$ cat config.mk
export PLATFORM = sky130hd
export DESIGN_NAME = jss_seq
export DESIGN_NICKNAME = d
export VERILOG_FILES = /design/src/rtl/jss_pkg.sv /design/src/rtl/jss_seq.sv
export SDC_FILE = /design/constraint.sdc
export NUM_CORES = 1
export LEC_CHECK = 0
export BUFFER_PORTS_ARGS = -buffer_cell sky130_fd_sc_hd__clkbuf_2
export CORE_MARGIN = 10
export CORE_UTILIZATION = 60
export CTS_CLUSTER_DIAMETER = 100
export CTS_CLUSTER_SIZE = 40
export DETAILED_ROUTE_END_ITERATION = 8
export PLACE_DENSITY = 0.94
export SLEW_MARGIN = 10
export SYNTH_ARGS = -nofsm -noshare
export SYNTH_HDL_FRONTEND = slang
export SYNTH_SLANG_ARGS = --single-unit
$ cat constraint.sdc
create_clock -name clk -period 6.7 [get_ports clk]
set_input_delay 0 -clock clk [delete_from_list [all_inputs] [get_ports clk]]
set_output_delay 0 -clock clk [all_outputs]
set_load 0.1 [all_outputs]
$ cat src/rtl/jss_pkg.sv
// Shared types and constants for the streaming Jacobi sweep block.
`timescale 1ns / 1ps
package jss_pkg;

	localparam int GRID_MAX_DEF = 4096;
	localparam int GRID_W       = 13;
	localparam int TEMP_W       = 24;
	localparam int SUM_W        = TEMP_W + 2;
	localparam int IDX_W        = 12;
	localparam int COOL_W       = 25;
	localparam int CFG_IDX_W    = 2;
	localparam int CFG_W        = 24;

	localparam logic [CFG_IDX_W-1:0] REG_GRID_SIZE      = 2'd0;
	localparam logic [CFG_IDX_W-1:0] REG_EPSILON        = 2'd1;
	localparam logic [CFG_IDX_W-1:0] REG_COOL_THRESHOLD = 2'd2;

	localparam logic [GRID_W-1:0] GRID_SIZE_RST      = 13'd2560;
	localparam logic [TEMP_W-1:0] EPSILON_RST        = 24'd6554;
	localparam logic [TEMP_W-1:0] COOL_THRESHOLD_RST = 24'd3276800;

	typedef struct packed {
		logic has_res;
		logic interior;
		logic last_row;
		logic done;
	} cell_flags_t;

endpackage

$ cat src/rtl/jss_seq.sv
// Raster position counters with grid size clamping and per-cell flags.
`timescale 1ns / 1ps
module jss_seq #(
	parameter int GRID_MAX = jss_pkg::GRID_MAX_DEF
) (
	input  logic                        clk,
	input  logic                        arst_n,
	input  logic                        take,
	input  logic [jss_pkg::GRID_W-1:0]  grid_size,
	output logic [$clog2(GRID_MAX)-1:0] row,
	output logic [$clog2(GRID_MAX)-1:0] col,
	output logic [$clog2(GRID_MAX)-1:0] last,
	output jss_pkg::cell_flags_t        flags
);

	localparam int AW = $clog2(GRID_MAX);
	localparam int GW = jss_pkg::GRID_W;

	logic [AW-1:0] row_q;
	logic [AW-1:0] col_q;
	logic [GW-1:0] n_eff;

	always_comb begin
		if (grid_size < GW'(3)) begin
			n_eff = GW'(3);
		end else if (grid_size > GW'(GRID_MAX)) begin
			n_eff = GW'(GRID_MAX);
		end else begin
			n_eff = grid_size;
		end
		last = AW'(n_eff - GW'(1));
		// a counter left beyond the edge by a smaller grid acts as the edge
		row = (row_q < last) ? row_q : last;
		col = (col_q < last) ? col_q : last;
		flags.has_res  = (row != '0);
		flags.interior = (row > AW'(1)) && (col != '0) && (col < last);
		flags.last_row = (row == last);
		flags.done     = (row == last) && (col == last);
	end

	always_ff @(posedge clk or negedge arst_n) begin
		if (!arst_n) begin
			row_q <= '0;
			col_q <= '0;
		end else if (take) begin
			if (flags.done) begin
				row_q <= '0;
				col_q <= '0;
			end else if (col == last) begin
				row_q <= row + AW'(1);
				col_q <= '0;
			end else begin
				row_q <= row;
				col_q <= col + AW'(1);
			end
		end
	end

`ifndef ASSERT_OFF
	a_wrap_after_done: assert property (@(posedge clk) disable iff (!arst_n)
		take && flags.done |=> row_q == '0 && col_q == '0)
		else $error("position counters did not wrap after the last cell");
`endif

endmodule

# Word level (Yosys, flattened, before mapping)
# Index checks and enable logic that the tools add are counted.
# op_classes
add_sub_neg,3
n_lt_le_gt_ge,6
eq_ne,2
muxes,8
n_reduce_logical,5
# op_table
op,n
two-way mux 12 bit,8
less-than comparator 12 bit,3
adder 12 x 1 -> 12 bit (second input constant),2
equality test 12 bit,2
nonzero test 12 bit,2
> comparator 13 bit (second input constant),1
less-than comparator 13 x 2 -> 1 bit (second input constant),1
> comparator 12 x 1 -> 1 bit (second input constant),1
subtractor 12 x 1 -> 12 bit (second input constant),1
logical AND 1 bit,3
# word_totals
ff_bits,24
in_bits,16

# Depth between registers and ports, before layout
# logic_depth
ltp_word,9
mapped_depth,30

# Worst setup path before layout
# Ideal clock, no wire load.
# synth_path
path_type,input-to-output
from,in grid_size[6] in the netlist's numbering
to,out flags[2] in the netlist's numbering
arrival_ps,11117
required_ps,6700
setup_slack_ps,-4417
path_stages,28
path_buffers,3
path_cell_list,clkbuf_1 or2_2 nor4_4 nor2_1 ha_1 clkbuf_1 nand2_1 o221ai_1 inv_1 ha_1 a21oi_1 o21ai_0 a221o_1 o31ai_1 a21oi_1 a21oi_2 buf_2 nor2_1 a21oi_1 ha_1 nor2b_1 o21ai_0 nand2b_1 a21oi_1 o21ai_0 a21oi_1 o221ai_1 a21oi_1
# synth_lines
item,line,text
"start, declared",jss_seq.sv:9,"input logic [jss_pkg::GRID_W-1:0] grid_size,"
"end, declared",jss_seq.sv:13,output jss_pkg::cell_flags_t flags

# Worst setup path in the final report
# layout_path
from,in grid_size[3] in the netlist's numbering
to,reg row_q[9]
# layout_between
elab_chain_cells,9
# layout_rtl
item,line,text
> comparator 13 bit,jss_seq.sv:26,end else if (grid_size > GW'(GRID_MAX)) begin
two-way mux 12 bit,jss_seq.sv:26,
two-way mux 12 bit *,jss_seq.sv:24,if (grid_size < GW'(3)) begin
subtractor 12 x 1 -> 12 bit *,jss_seq.sv:31,last = AW'(n_eff - GW'(1));
less-than comparator 12 bit (on tied branches),"jss_seq.sv:33, jss_seq.sv:34",
two-way mux 12 bit (on tied branches),"jss_seq.sv:33, jss_seq.sv:34",
"adder 12 x 1 -> 12 bit, or another cell as far along",jss_seq.sv:50,row_q <= row + AW'(1);
two-way mux 12 bit or logical AND 1 bit (tied branches),"jss_seq.sv:49, jss_seq.sv:38",
two-way mux 12 bit *,jss_seq.sv:46,if (flags.done) begin
"end signal, assigned",jss_seq.sv:50,
"end signal, assigned",jss_seq.sv:53,row_q <= row;
"end, declared",jss_seq.sv:19,logic [AW-1:0] row_q;
# Mark *: on every way between the ends. The rest lies on a longest branch, timed or not.
# A chain may end at the register's enable or synchronous reset.

==> summary.md <==
| Metric | Value |
|---|---|
| Wire per inst | `23.08 µm` |
| CTS Sinks | `24` |
| Synth top area share | `0.1509` |
| Via count | `4379` |
| Max Cap Viol | `0` |
| Power per cell area | `526.3 mW/mm²` |
| CTS tree | `done` |
| Starting DRT DRC Count | `544` |
| Vias in the first global route | `4339` |
| Pre-CTS setup slack | `0.4455 ns` |
| Worst skew pair latency | `0.28 ns` |
| Relative slew slack | `0.4117` |
| CTS Hold Bufs | `1` |
| P&R area growth vs syn | `16.10%` |
| LEAKAGE | `0.001979 µW` |
| Post-synth EDFFs | `0` |
| Synthesized area | `0.003980 mm²` |
| Setup slack, reg-to-reg | `1.92 ns` |
| Top Ports | `56` |
| CP Class | `in2reg` |
| Total wire length | `14150 µm` |
| Post-Layout Cell Count | `613` |
| Starting Density | `0.6232` |
| Vias per cell | `7.144` |
| Ant diodes | `0` |
| Register area share after synthesis | `0.1509` |
| Layout Skew | `0.001895 ns` |
| Final Cycle Share | `0.9025` |
| Total CTS buffers | `3` |
| Htree depth | `1` |
| Drt pass-1 iters | `5` |
| Rows | `29` |
| RSZ-0062 raised after global routing | `no` |
| Core area | `0.006386 mm²` |
| Max Transition Viols Final | `0` |
| Width of the die | `101.4 µm` |
| Worst slew pin tran | `0.8744 ns` |
| Final std cell area, no fill | `0.004621 mm²` |
| Fmax | `165.4 MHz` |
| Setup bufs post-CTS | `0` |
| Hold slack final | `0.2659 ns` |
| Layout Utilization | `0.7236` |
| Synth top area cells | `dfrtp_1 15%, ha_1 11%, mux2i_1 6.0%` |
| Syn_area_per_cell | `8.156 µm²` |
| Post-synth cell types | `83` |
| Outcome | `complete, no violations` |
| Area leader, netlist | `dfrtp_1` |
| CP Launch Type | `input port` |
| IO Port Bufs | `55` |
| Count of final setup violators | `0` |
| Initial antenna violation count | `0` |
| Commonest non-fill, non-tap cell in the layout | `clkbuf_2` |
| Worst Path Arrival | `6.22 ns` |
| Fin worst setup slack | `0.6533 ns` |
| ANT nets after route | `0` |
| Clk slew on worst S/H paths | `0.10 ns` |
| Commonest cells after routing, fill and taps aside | `54 x clkbuf_2, 34 x inv_1, 32 x ha_1` |
| Total grt overflow | `0` |
| Worst Hold Class | `in2async` |
| Final Hold Viols | `0` |
| Synth warnings | `0` |
| Post-cts gate resize count | `0` |
| GRT Util Overall | `0.2732` |
| Syn Nets | `539` |
| Post-DP HPWL | `11060 µm` |
| GP Congestion | `1.010` |
| CP required | `6.88 ns` |
| Final Critical Period | `6.047 ns` |
| DR DRC count | `0` |
| Root Driver | `clkbuf_8` |
| Largest net degree at the start of global routing | `27` |
| Most used DFF post-synth | `dfrtp_1` |
| Placed cell area | `0.004556 mm²` |
| Global-route wire length before repair | `23040 µm` |
| Share of post-route cells with drive strength above 1 | `0.2668` |
| Die height | `101.4 µm` |
| Post-Synthesis Cells | `488` |
| Placed cells | `608` |
| Bufs on Longest Clock Path | `2` |
| Die area | `0.01029 mm²` |
| Peak supply drop | `0.5508 mV` |
| CP endpoint kind | `register` |
| Crit Path Max Fanout | `15` |
| Flops & latches, synth | `24` |
| Nets | `588` |
| Post-synth ARST share | `1.000` |
| Number of fill cells | `503` |
## logic make-up (layout without fill, tap and decap cells)
logic type | Yosys count | count (layout) | share of synthesized area
adders and majority gates | 35 | 35 | 0.1100
AOI/OAI and AO/OA | 123 | 123 | 0.2619
buffers and inverters | 63 | 111 | 0.07513
and+or+nand+nor | 186 | 186 | 0.2578
xor gates and xnor gates | 18 | 18 | 0.03961
muxes | 39 | 39 | 0.1047
DFF | 24 | 24 | 0.1509
## worst max-delay path, stage by stage
cell,delay [ns]
clkbuf_2,0.16
or4_4,0.67
nor4_4,0.33
nor2_4,0.13
ha_4,0.26
or2_2,0.33
o311a_4,0.17
inv_1,0.24
ha_1,0.30
nand3_1,0.07
nor2_1,0.04
a221o_1,0.33
o31ai_4,0.09
o21ai_2,0.11
a21oi_4,0.31
buf_4,0.31
mux2i_4,0.33
ha_1,0.18
nand4_1,0.21
or3_4,0.46
nor2_4,0.21
nand2_1,0.09
mux2_4,0.31
or4_1,0.42
o2111a_1,0.15
## registers in the layout, summed over array words and instances (netlist names)
register and count:
col_q 12, row_q 12
## metal layers
layer,vias up,global-route usage,wire length [µm]
li1,1951,-,-
met2,304,0.4404,6435
met1,2072,0.3650,5598
met5,-,0,0
met4,0,0.08574,412
met3,52,0.04152,1700
## synth_stat cells (4+ instances only)
library cell,number
o221ai_1,4
xor2_1,6
mux2i_1,24
o22ai_1,6
buf_6,5
nand2b_1,9
a21oi_1,18
o32ai_1,6
a31oi_1,4
and2_1,8
nor3_1,14
o31ai_1,6
inv_2,4
o21ai_0,16
ha_1,35
o211ai_1,7
nor2b_1,5
nand3_1,22
or4_1,8
nor4_1,10
xnor2_1,12
nand2_1,31
dfrtp_1,24
nor2_1,33
mux2_2,13
o2bb2ai_1,4
inv_1,37
or2_2,5
nand4_1,9
or3_1,5
and3_1,12
clkbuf_1,12
## cell type report
class	instances	area, µm²	area share
multi-input combinational	401	3349	0.7249
tap	77	96.34	0.02085
sequential	24	600.6	0.1300
timing repair buffer	65	355.3	0.07690
inverter	42	163.9	0.03547
clock buffer	4	55.05	0.01191
## per-stage QoR
| step | total power [µW] | setup TNS (ns) |
|---|---|---|
| after floorplan | 1952 | -0.4408 |
| after global placement | 2257 | 0 |
| after detailed placement | 2294 | 0 |
| after CTS | 2405 | 0 |
| after global routing | 2548 | 0 |
| final | 2432 | 0 |
## final timing paths
| check | start | end | depth (start not counted) |
|---|---|---|---|
| setup / recovery | grid_size[3] | row_q[9] | 25 |
| hold / removal | arst_n | row_q[2] | 2 |
| setup reg to reg | col_q[3] | row_q[9] | 15 |
| hold reg to reg | row_q[10] | row_q[10] | 2 |
| max in group asynchronous | arst_n | col_q[4] | 2 |
| min in group clk | take | col_q[9] | 2 |
## power breakdown
group,total [µW],switching (µW),internal [µW]
clock,109,56.0,52.7
sequential,353,143,210
combinational,1970,1450,524
Note: power is estimated with default switching activity, not from simulation.
