$ cat config.mk
export PLATFORM = sky130hd
export DESIGN_NAME = jss_stats
export DESIGN_NICKNAME = d
export VERILOG_FILES = /design/src/rtl/jss_pkg.sv /design/src/rtl/jss_stats.sv
export SDC_FILE = /design/constraint.sdc
export NUM_CORES = 1
export LEC_CHECK = 0
export BUFFER_PORTS_ARGS = -buffer_cell sky130_fd_sc_hd__buf_2
export CAP_MARGIN = 20
export CORE_ASPECT_RATIO = 1.5
export CORE_MARGIN = 2
export CORE_UTILIZATION = 62
export CTS_CLUSTER_SIZE = 14
export DETAILED_ROUTE_END_ITERATION = 8
export PLACE_DENSITY = 0.88
export SETUP_SLACK_MARGIN = 0.3
export SYNTH_ARGS = -nofsm -noshare
export SYNTH_HDL_FRONTEND = slang
export SYNTH_SLANG_ARGS = --single-unit
$ cat constraint.sdc
create_clock -name clk -period 16.7 [get_ports clk]
set_input_delay 2.505 -clock clk [delete_from_list [all_inputs] [get_ports clk]]
set_output_delay 2.505 -clock clk [all_outputs]
set_load 0.02 [all_outputs]
$ cat src/rtl/jss_pkg.sv
// Shared types and constants for the streaming Jacobi sweep block.
`timescale 1ns / 1ps
package jss_pkg;

	localparam int GRID_MAX_DEF = 4096;
	localparam int GRID_W       = 13;
	localparam int TEMP_W       = 24;
	localparam int SUM_W        = TEMP_W + 2;
	localparam int IDX_W        = 12;
	localparam int COOL_W       = 25;
	localparam int CFG_IDX_W    = 2;
	localparam int CFG_W        = 24;

	localparam logic [CFG_IDX_W-1:0] REG_GRID_SIZE      = 2'd0;
	localparam logic [CFG_IDX_W-1:0] REG_EPSILON        = 2'd1;
	localparam logic [CFG_IDX_W-1:0] REG_COOL_THRESHOLD = 2'd2;

	localparam logic [GRID_W-1:0] GRID_SIZE_RST      = 13'd2560;
	localparam logic [TEMP_W-1:0] EPSILON_RST        = 24'd6554;
	localparam logic [TEMP_W-1:0] COOL_THRESHOLD_RST = 24'd3276800;

	typedef struct packed {
		logic has_res;
		logic interior;
		logic last_row;
		logic done;
	} cell_flags_t;

endpackage

$ cat src/rtl/jss_stats.sv
// Change tracking, cool cell count and result output register.
`timescale 1ns / 1ps
module jss_stats #(
	parameter int GRID_MAX = jss_pkg::GRID_MAX_DEF
) (
	input  logic                        clk,
	input  logic                        arst_n,
	input  logic                        take,
	output logic                        ready,
	input  logic [jss_pkg::TEMP_W-1:0]  nv,
	input  logic [jss_pkg::TEMP_W-1:0]  old,
	input  logic [1:0]                  cool_inc,
	input  jss_pkg::cell_flags_t        flags,
	input  logic [$clog2(GRID_MAX)-1:0] row,
	input  logic [$clog2(GRID_MAX)-1:0] col,
	input  logic [jss_pkg::TEMP_W-1:0]  epsilon,
	output logic                        res_valid,
	input  logic                        res_ready,
	output logic [jss_pkg::TEMP_W-1:0]  new_value,
	output logic [jss_pkg::IDX_W-1:0]   out_row,
	output logic [jss_pkg::IDX_W-1:0]   out_col,
	output logic                        sweep_done,
	output logic [jss_pkg::TEMP_W-1:0]  max_change,
	output logic [jss_pkg::COOL_W-1:0]  cool_count,
	output logic                        converged
);

	localparam int AW = $clog2(GRID_MAX);
	localparam int TW = jss_pkg::TEMP_W;
	localparam int CW = jss_pkg::COOL_W;
	localparam int IW = jss_pkg::IDX_W;

	logic                 v2_q;
	logic [TW-1:0]        nv_s2;
	logic [TW-1:0]        old_s2;
	logic [1:0]           inc_s2;
	jss_pkg::cell_flags_t flg_s2;
	logic [AW-1:0]        row_s2;
	logic [AW-1:0]        col_s2;

	logic [TW-1:0] max_q;
	logic [CW-1:0] cool_q;

	logic          res_valid_q;
	logic [TW-1:0] new_value_q;
	logic [IW-1:0] out_row_q;
	logic [IW-1:0] out_col_q;
	logic          sweep_done_q;
	logic [TW-1:0] max_change_q;
	logic [CW-1:0] cool_count_q;
	logic          converged_q;

	logic          mv2;
	logic [TW-1:0] diff;
	logic [TW-1:0] max_nx;
	logic [CW-1:0] cool_nx;

	assign mv2   = v2_q && (!res_valid_q || res_ready);
	assign ready = !v2_q || mv2;

	always_comb begin
		diff    = (nv_s2 > old_s2) ? (nv_s2 - old_s2) : (old_s2 - nv_s2);
		max_nx  = (flg_s2.interior && diff > max_q) ? diff : max_q;
		cool_nx = cool_q + CW'(inc_s2);
	end

	always_ff @(posedge clk or negedge arst_n) begin
		if (!arst_n) begin
			v2_q        <= 1'b0;
			res_valid_q <= 1'b0;
			max_q       <= '0;
			cool_q      <= '0;
		end else begin
			if (ready) begin
				v2_q <= take;
			end
			if (!res_valid_q || res_ready) begin
				res_valid_q <= v2_q;
			end
			if (mv2) begin
				// clear the running figures once the sweep's last beat leaves
				max_q  <= flg_s2.done ? '0 : max_nx;
				cool_q <= flg_s2.done ? '0 : cool_nx;
			end
		end
	end

	always_ff @(posedge clk) begin
		if (take && ready) begin
			nv_s2  <= nv;
			old_s2 <= old;
			inc_s2 <= cool_inc;
			flg_s2 <= flags;
			row_s2 <= row;
			col_s2 <= col;
		end
		if (mv2) begin
			new_value_q  <= nv_s2;
			out_row_q    <= IW'(row_s2 - AW'(1));
			out_col_q    <= IW'(col_s2);
			sweep_done_q <= flg_s2.done;
			max_change_q <= flg_s2.done ? max_nx : '0;
			cool_count_q <= flg_s2.done ? cool_nx : '0;
			converged_q  <= flg_s2.done && (max_nx <= epsilon);
		end
	end

	assign res_valid  = res_valid_q;
	assign new_value  = new_value_q;
	assign out_row    = out_row_q;
	assign out_col    = out_col_q;
	assign sweep_done = sweep_done_q;
	assign max_change = max_change_q;
	assign cool_count = cool_count_q;
	assign converged  = converged_q;

`ifndef ASSERT_OFF
	a_stats_quiet: assert property (@(posedge clk) disable iff (!arst_n)
		res_valid_q && !sweep_done_q |->
			max_change_q == '0 && cool_count_q == '0 && !converged_q)
		else $error("sweep figures shown on a beat that does not end the sweep");

	a_converged: assert property (@(posedge clk) disable iff (!arst_n)
		res_valid_q && sweep_done_q |-> converged_q == (max_change_q <= epsilon))
		else $error("converged flag disagrees with max_change");
`endif

endmodule
Yosys cells after proc, flatten, opt, wreduce, memory -nomap -nowiden
Index checks and enable logic that the tools add are counted.
{ "op_classes": {"n_reduce_logical": 8, "addsub": 4, "mux": 4, "order_cmp": 3} }
{ "op_table": {"columns": ["op", "n"], "rows": [
  ["24-bit two-way mux", 3],
  ["24-bit greater-than comparator", 2],
  ["24-bit subtractor", 2],
  ["25-bit by 2-bit adder with 25-bit output", 1],
  ["25-bit two-way mux", 1],
  ["24-bit <= comparator", 1],
  ["12-bit by 1-bit subtractor with 12-bit output (second input constant)", 1],
  ["1-bit logical AND", 4],
  ["1-bit logical NOT", 2],
  ["1-bit logical OR", 2]
]} }
{ "totals": {"output_inout_bits": 101, "elab_cells": 37, "inputBits": 106, "regBits": 226} }

Depth between registers and ports, before layout
{ "logic_depth": {"ltp_word": 7, "ltp_mapped": 32, "mapped_depth_nobuf": 29} }

Least setup slack after synthesis
No wires, ideal clock.
{ "synth_timing": {"path_kind": "input -> register", "start": "in res_ready", "end": "reg max_q[0]", "path_buffers": 1, "path_slack_ps": 10449, "cell_stages": 6, "arrival_ps": 6052, "t_required_ps": 16500, "setup_time_ps": 200, "path_cell_list": "nand2b_1 -> nand2_1 -> clkinv_1 -> nand2_1 -> clkbuf_1 -> o22ai_1"} }
{ "synth_via": {"elab_chain_len": 2} }
{ "synth_lines": {"columns": ["element", "line_no", "source"], "rows": [
  ["start, declared", "jss_stats.sv:18", "input logic res_ready,"],
  ["1-bit logical OR", "jss_stats.sv:58", "assign mv2 = v2_q && (!res_valid_q || res_ready);"],
  ["1-bit logical AND", "jss_stats.sv:58", null],
  ["net mv2", "jss_stats.sv:53", "logic mv2;"],
  ["end signal, assigned", "jss_stats.sv:82", "max_q <= flg_s2.done ? '0 : max_nx;"],
  ["end, declared", "jss_stats.sv:41", "logic [TW-1:0] max_q;"]
]} }
The timed path passes the listed nets, and every way through them passes these cells.
A chain may end at the register's enable or synchronous reset.

Worst setup path after layout
{ "layout_timing": {"start": "reg nv_s2[17]", "end": "reg converged_q (netlist: converged), data pin"} }
{ "layout_via": {"elab_chain_len": 7, "word_cells_on_any_way": 9, "cone_classes": "2 x add/sub; 3 x order compare; 2 x mux; 2 x reduce/logical"} }
{ "layout_lines": {"columns": ["element", "line_no", "source"], "rows": [
  ["start, declared", "jss_stats.sv:34", "logic [TW-1:0] nv_s2;"],
  ["start signal, assigned", "jss_stats.sv:90", "nv_s2 <= nv;"],
  ["24-bit subtractor or 24-bit greater-than comparator (tied branches)", "jss_stats.sv:62", "diff = (nv_s2 > old_s2) ? (nv_s2 - old_s2) : (old_s2 - nv_s2);"],
  ["24-bit two-way mux *", "jss_stats.sv:62", null],
  ["24-bit greater-than comparator", "jss_stats.sv:63", "max_nx = (flg_s2.interior && diff > max_q) ? diff : max_q;"],
  ["1-bit logical AND", "jss_stats.sv:63", null],
  ["24-bit two-way mux *", "jss_stats.sv:63", null],
  ["net max_nx[18]", "jss_stats.sv:55", "logic [TW-1:0] max_nx;"],
  ["24-bit <= comparator *", "jss_stats.sv:104", "converged_q <= flg_s2.done && (max_nx <= epsilon);"],
  ["1-bit logical AND *", "jss_stats.sv:104", null],
  ["end signal, assigned", "jss_stats.sv:104", null],
  ["end, declared", "jss_stats.sv:51", "logic converged_q;"]
]} }
The timed path passes the listed nets; every way through them passes the cells marked *.

==> qor.csv <==
stage;metric;value;unit
grt;grtUsageTotal;26.4;%
power_and_ir_drop;vdd_drop_max;102;uV
clocking;cts_resized;0;
placement;gp_congestion;0.864;
grt;grt-ovfl-total;0;
worst_hold_path;hp-class;register to register;
status;status;completed;
placement;placed_cell_area;13700;sq um
timing;final.period_utilization;46.2;%
grt;grt_pass1_wl;45.1;mm
final_layout;drive_above_1_share;19.8;%
critical_path;cp_max_fo;61;
placement;portBuffers;204;
floorplan;die_x;120;microns
timing;fin_tns_setup;0;ps
clocking;post_cts_buffers;0;
clocking;cts_tree;built;
timing;timing.hold.ws;425;ps
power_and_ir_drop;p_int;1170;uW
power_and_ir_drop;p_leak;0.00640;uW
drt;drcViolationCount;0;
clocking;path_clk_slew;60;ps
drt;viasPerCell;5.85;
critical_path;crit_type;register to register;
clocking;cts-htree-levels;1;
timing;slew_violations;0;
grt;grt_pass1_vias;9646;
yosys;ys_seq_area_share;52.2;%
clocking;clock_latency;520;ps
yosys;synth_fp_nets;1372;
power_and_ir_drop;power_density;121;nW/um^2
clocking;cts.sinks;226;
final_layout;finalNonFillerCells;1631;
clocking;cts_hold_repair.buffers;0;
timing;max_freq;130;MHz
timing;tightest_slew;1020;ps
floorplan;rows;63;
final_layout;postLayoutCellArea;14400;sq um
final_layout;fin_util;72.9;%
critical_path;critPathLaunchType;register;
grt;antenna_found_initial;0;
timing;finalHoldViolCount;0;
drt;vias;9542;
final_layout;antenna_cells;0;
power_and_ir_drop;clkPwrFrac;29.0;%
power_and_ir_drop;p_sw;569;uW
drt;avgRoutedWirePerCell;17.4;microns
floorplan;initial_core_util;63.2;%
floorplan;core;19800;sq um
clocking;clk_root_buffer_cell;clkbuf_16;
yosys;synth_seq_cells;226;
power_and_ir_drop;p_comb_share;30.4;%
drt;drt-pass1-iter-count;7;
yosys;async_flop_share;22.6;%
critical_path;arrival;7960;ps
flow_run;cap_violations;0;
grt;grt_max_degree;77;
clocking;max-clock-path-buffers;3;
timing;period_minus_slack;7710;ps
final_layout;layout_common_cells;204 x buf_2, 175 x edfxtp_1, 124 x inv_1, 101 x nand2_1, 98 x ha_1;
timing;finalClockSkew;13.9;ps
final_layout;nets;1562;
yosys;synth_cells;1165;
yosys;synth_edf_count;175;
drt;drt_wl_total;28.4;mm
placement;dp.cells;1591;
clocking;numCtsBuffers;22;
drt;ant_nets;0;
yosys;syn-cell-area;12500;sq um
yosys;avgSynthCellArea;10.7;sq um
floorplan;num_io_pins;207;
yosys;synth_top_flop_cell;edfxtp_1;
final_layout;syn2layout_area_growth;15.3;%
placement;place_hpwl;20.5;mm
drt;drtIter0Drc;852;
power_and_ir_drop;pwr-share-seq;40.6;%
power_and_ir_drop;switching_share;32.7;%
timing;max_slew_margin;31.9;%
final_layout;layout_commonest_cell;buf_2;
timing;setup_viol;0;
yosys;yosys_warnings;0;
floorplan;dieArea;21300;sq um
critical_path;endpoint_kind;register;
timing;rsz0062_at_grt;no;
yosys;ys_types;69;
critical_path;cp.required;16950;ps
floorplan;die_h;178;microns
Yosys cell counts (all sizes together), types with 2 or more instances:
cell type,instances,area share (%)
nor2,86,2.6
xor2,22,1.5
nand3b,2,0.12
and2,16,0.80
a22o,3,0.21
or3,4,0.24
a221o,4,0.32
o21ai,84,3.4
clkbuf,22,0.66
inv,124,3.7
ha,98,9.8
nor2b,9,0.45
edfxtp,175,42
nor4,5,0.25
a21oi,88,3.6
o21bai,8,0.48
nand2,104,3.2
fa,3,0.48
dfrtp,51,10
nand3,15,0.60
o31a,3,0.21
a31oi,7,0.40
or2,3,0.15
a211oi,25,1.7
o211ai,6,0.40
a311oi,2,0.19
nand2b,11,0.55
and3,14,0.70
a21o,25,1.5
buf,26,1.4
a21boi,5,0.30
o31ai,12,0.72
nand4,20,1.1
mux2i,23,2.0
xnor2,32,2.3
o21a,7,0.42
nor3,5,0.28
routing by layer:
layer	global-route usage, %	part of all wire [%]
met1	28.2	36
met5	0	0
met2	50.4	53
met3	3.70	6.5
met4	12.6	4.4
sequential cells by signal, indices dropped and copies added, names as in the netlist:
| name | count |
|---|---|
| cool_count | 25 |
| cool_q | 25 |
| max_change | 24 |
| max_q | 24 |
| new_value | 24 |
| nv_s2 | 24 |
| old_s2 | 24 |
| col_s2 | 12 |
| out_col | 12 |
| out_row | 12 |
| row_s2 | 12 |
| flg_s2 | 2 |
| inc_s2 | 2 |
| converged | 1 |
| res_valid | 1 |
| sweep_done | 1 |
| v2_q | 1 |
power groups by stage:
stage	clock, uW	sequential [uW]	combinational (uW)
final	506	707	530
after global routing	532	712	587
after CTS	513	707	524
after detailed placement	0	717	516
after global placement	0	715	493
after floorplan	0	745	349
area by class of cell:
type	instances	area [sq um]
inverter	125	472
clock inverter	7	91.3
sequential	226	6530
tap	260	325
fill	1393	5370
multi-input combinational	766	5260
timing repair buffer	214	1100
clock buffer	33	644
metrics by stage:
stage,power [uW],worst slack [ps]
floorplan,1090,10450
global placement,1210,9380
detailed placement,1230,9150
CTS,1740,9100
global route,1830,8690
finish,1740,8990
logic make-up after synthesis:
family	share of synthesized area [%]
xor gates and xnor gates	3.84
DFF	52.2
and+or+nand+nor	11.1
muxes	2.13
buffers and inverters	5.78
AOI/OAI and AO/OA	14.6
adders and majority gates	10.3
worst max-delay path: stages (launching register included):
cell,delay [ps]
edfxtp_1,380
inv_1,70
ha_1,440
a21oi_1,260
o21ai_1,140
a311oi_2,460
o211ai_2,250
nand2_2,420
mux2i_1,280
xor2_1,410
inv_1,90
ha_1,320
nand4_1,200
nor4_1,560
o31a_1,270
o211a_1,220
buf_4,540
a21oi_1,200
ha_1,350
nand4_1,120
or2_2,350
nor4_1,490
nand2_1,210
o2111ai_1,250
o21ai_0,140
path summary, 6_finish.rpt:
kind                       startpoint          to  slack (ps)  cells past startpoint
max                         nv_s2[17]   converged        8990                     24
min                         col_s2[9]  out_col[9]         430                      0
max reg2reg                 nv_s2[17]   converged        8990                     24
min reg2reg                 col_s2[9]  out_col[9]         430                      0
max in group asynchronous      arst_n   max_q[17]       14090                      2
min in group asynchronous      arst_n   cool_q[9]        2130                      2
Power figures use the tool's default switching activity.
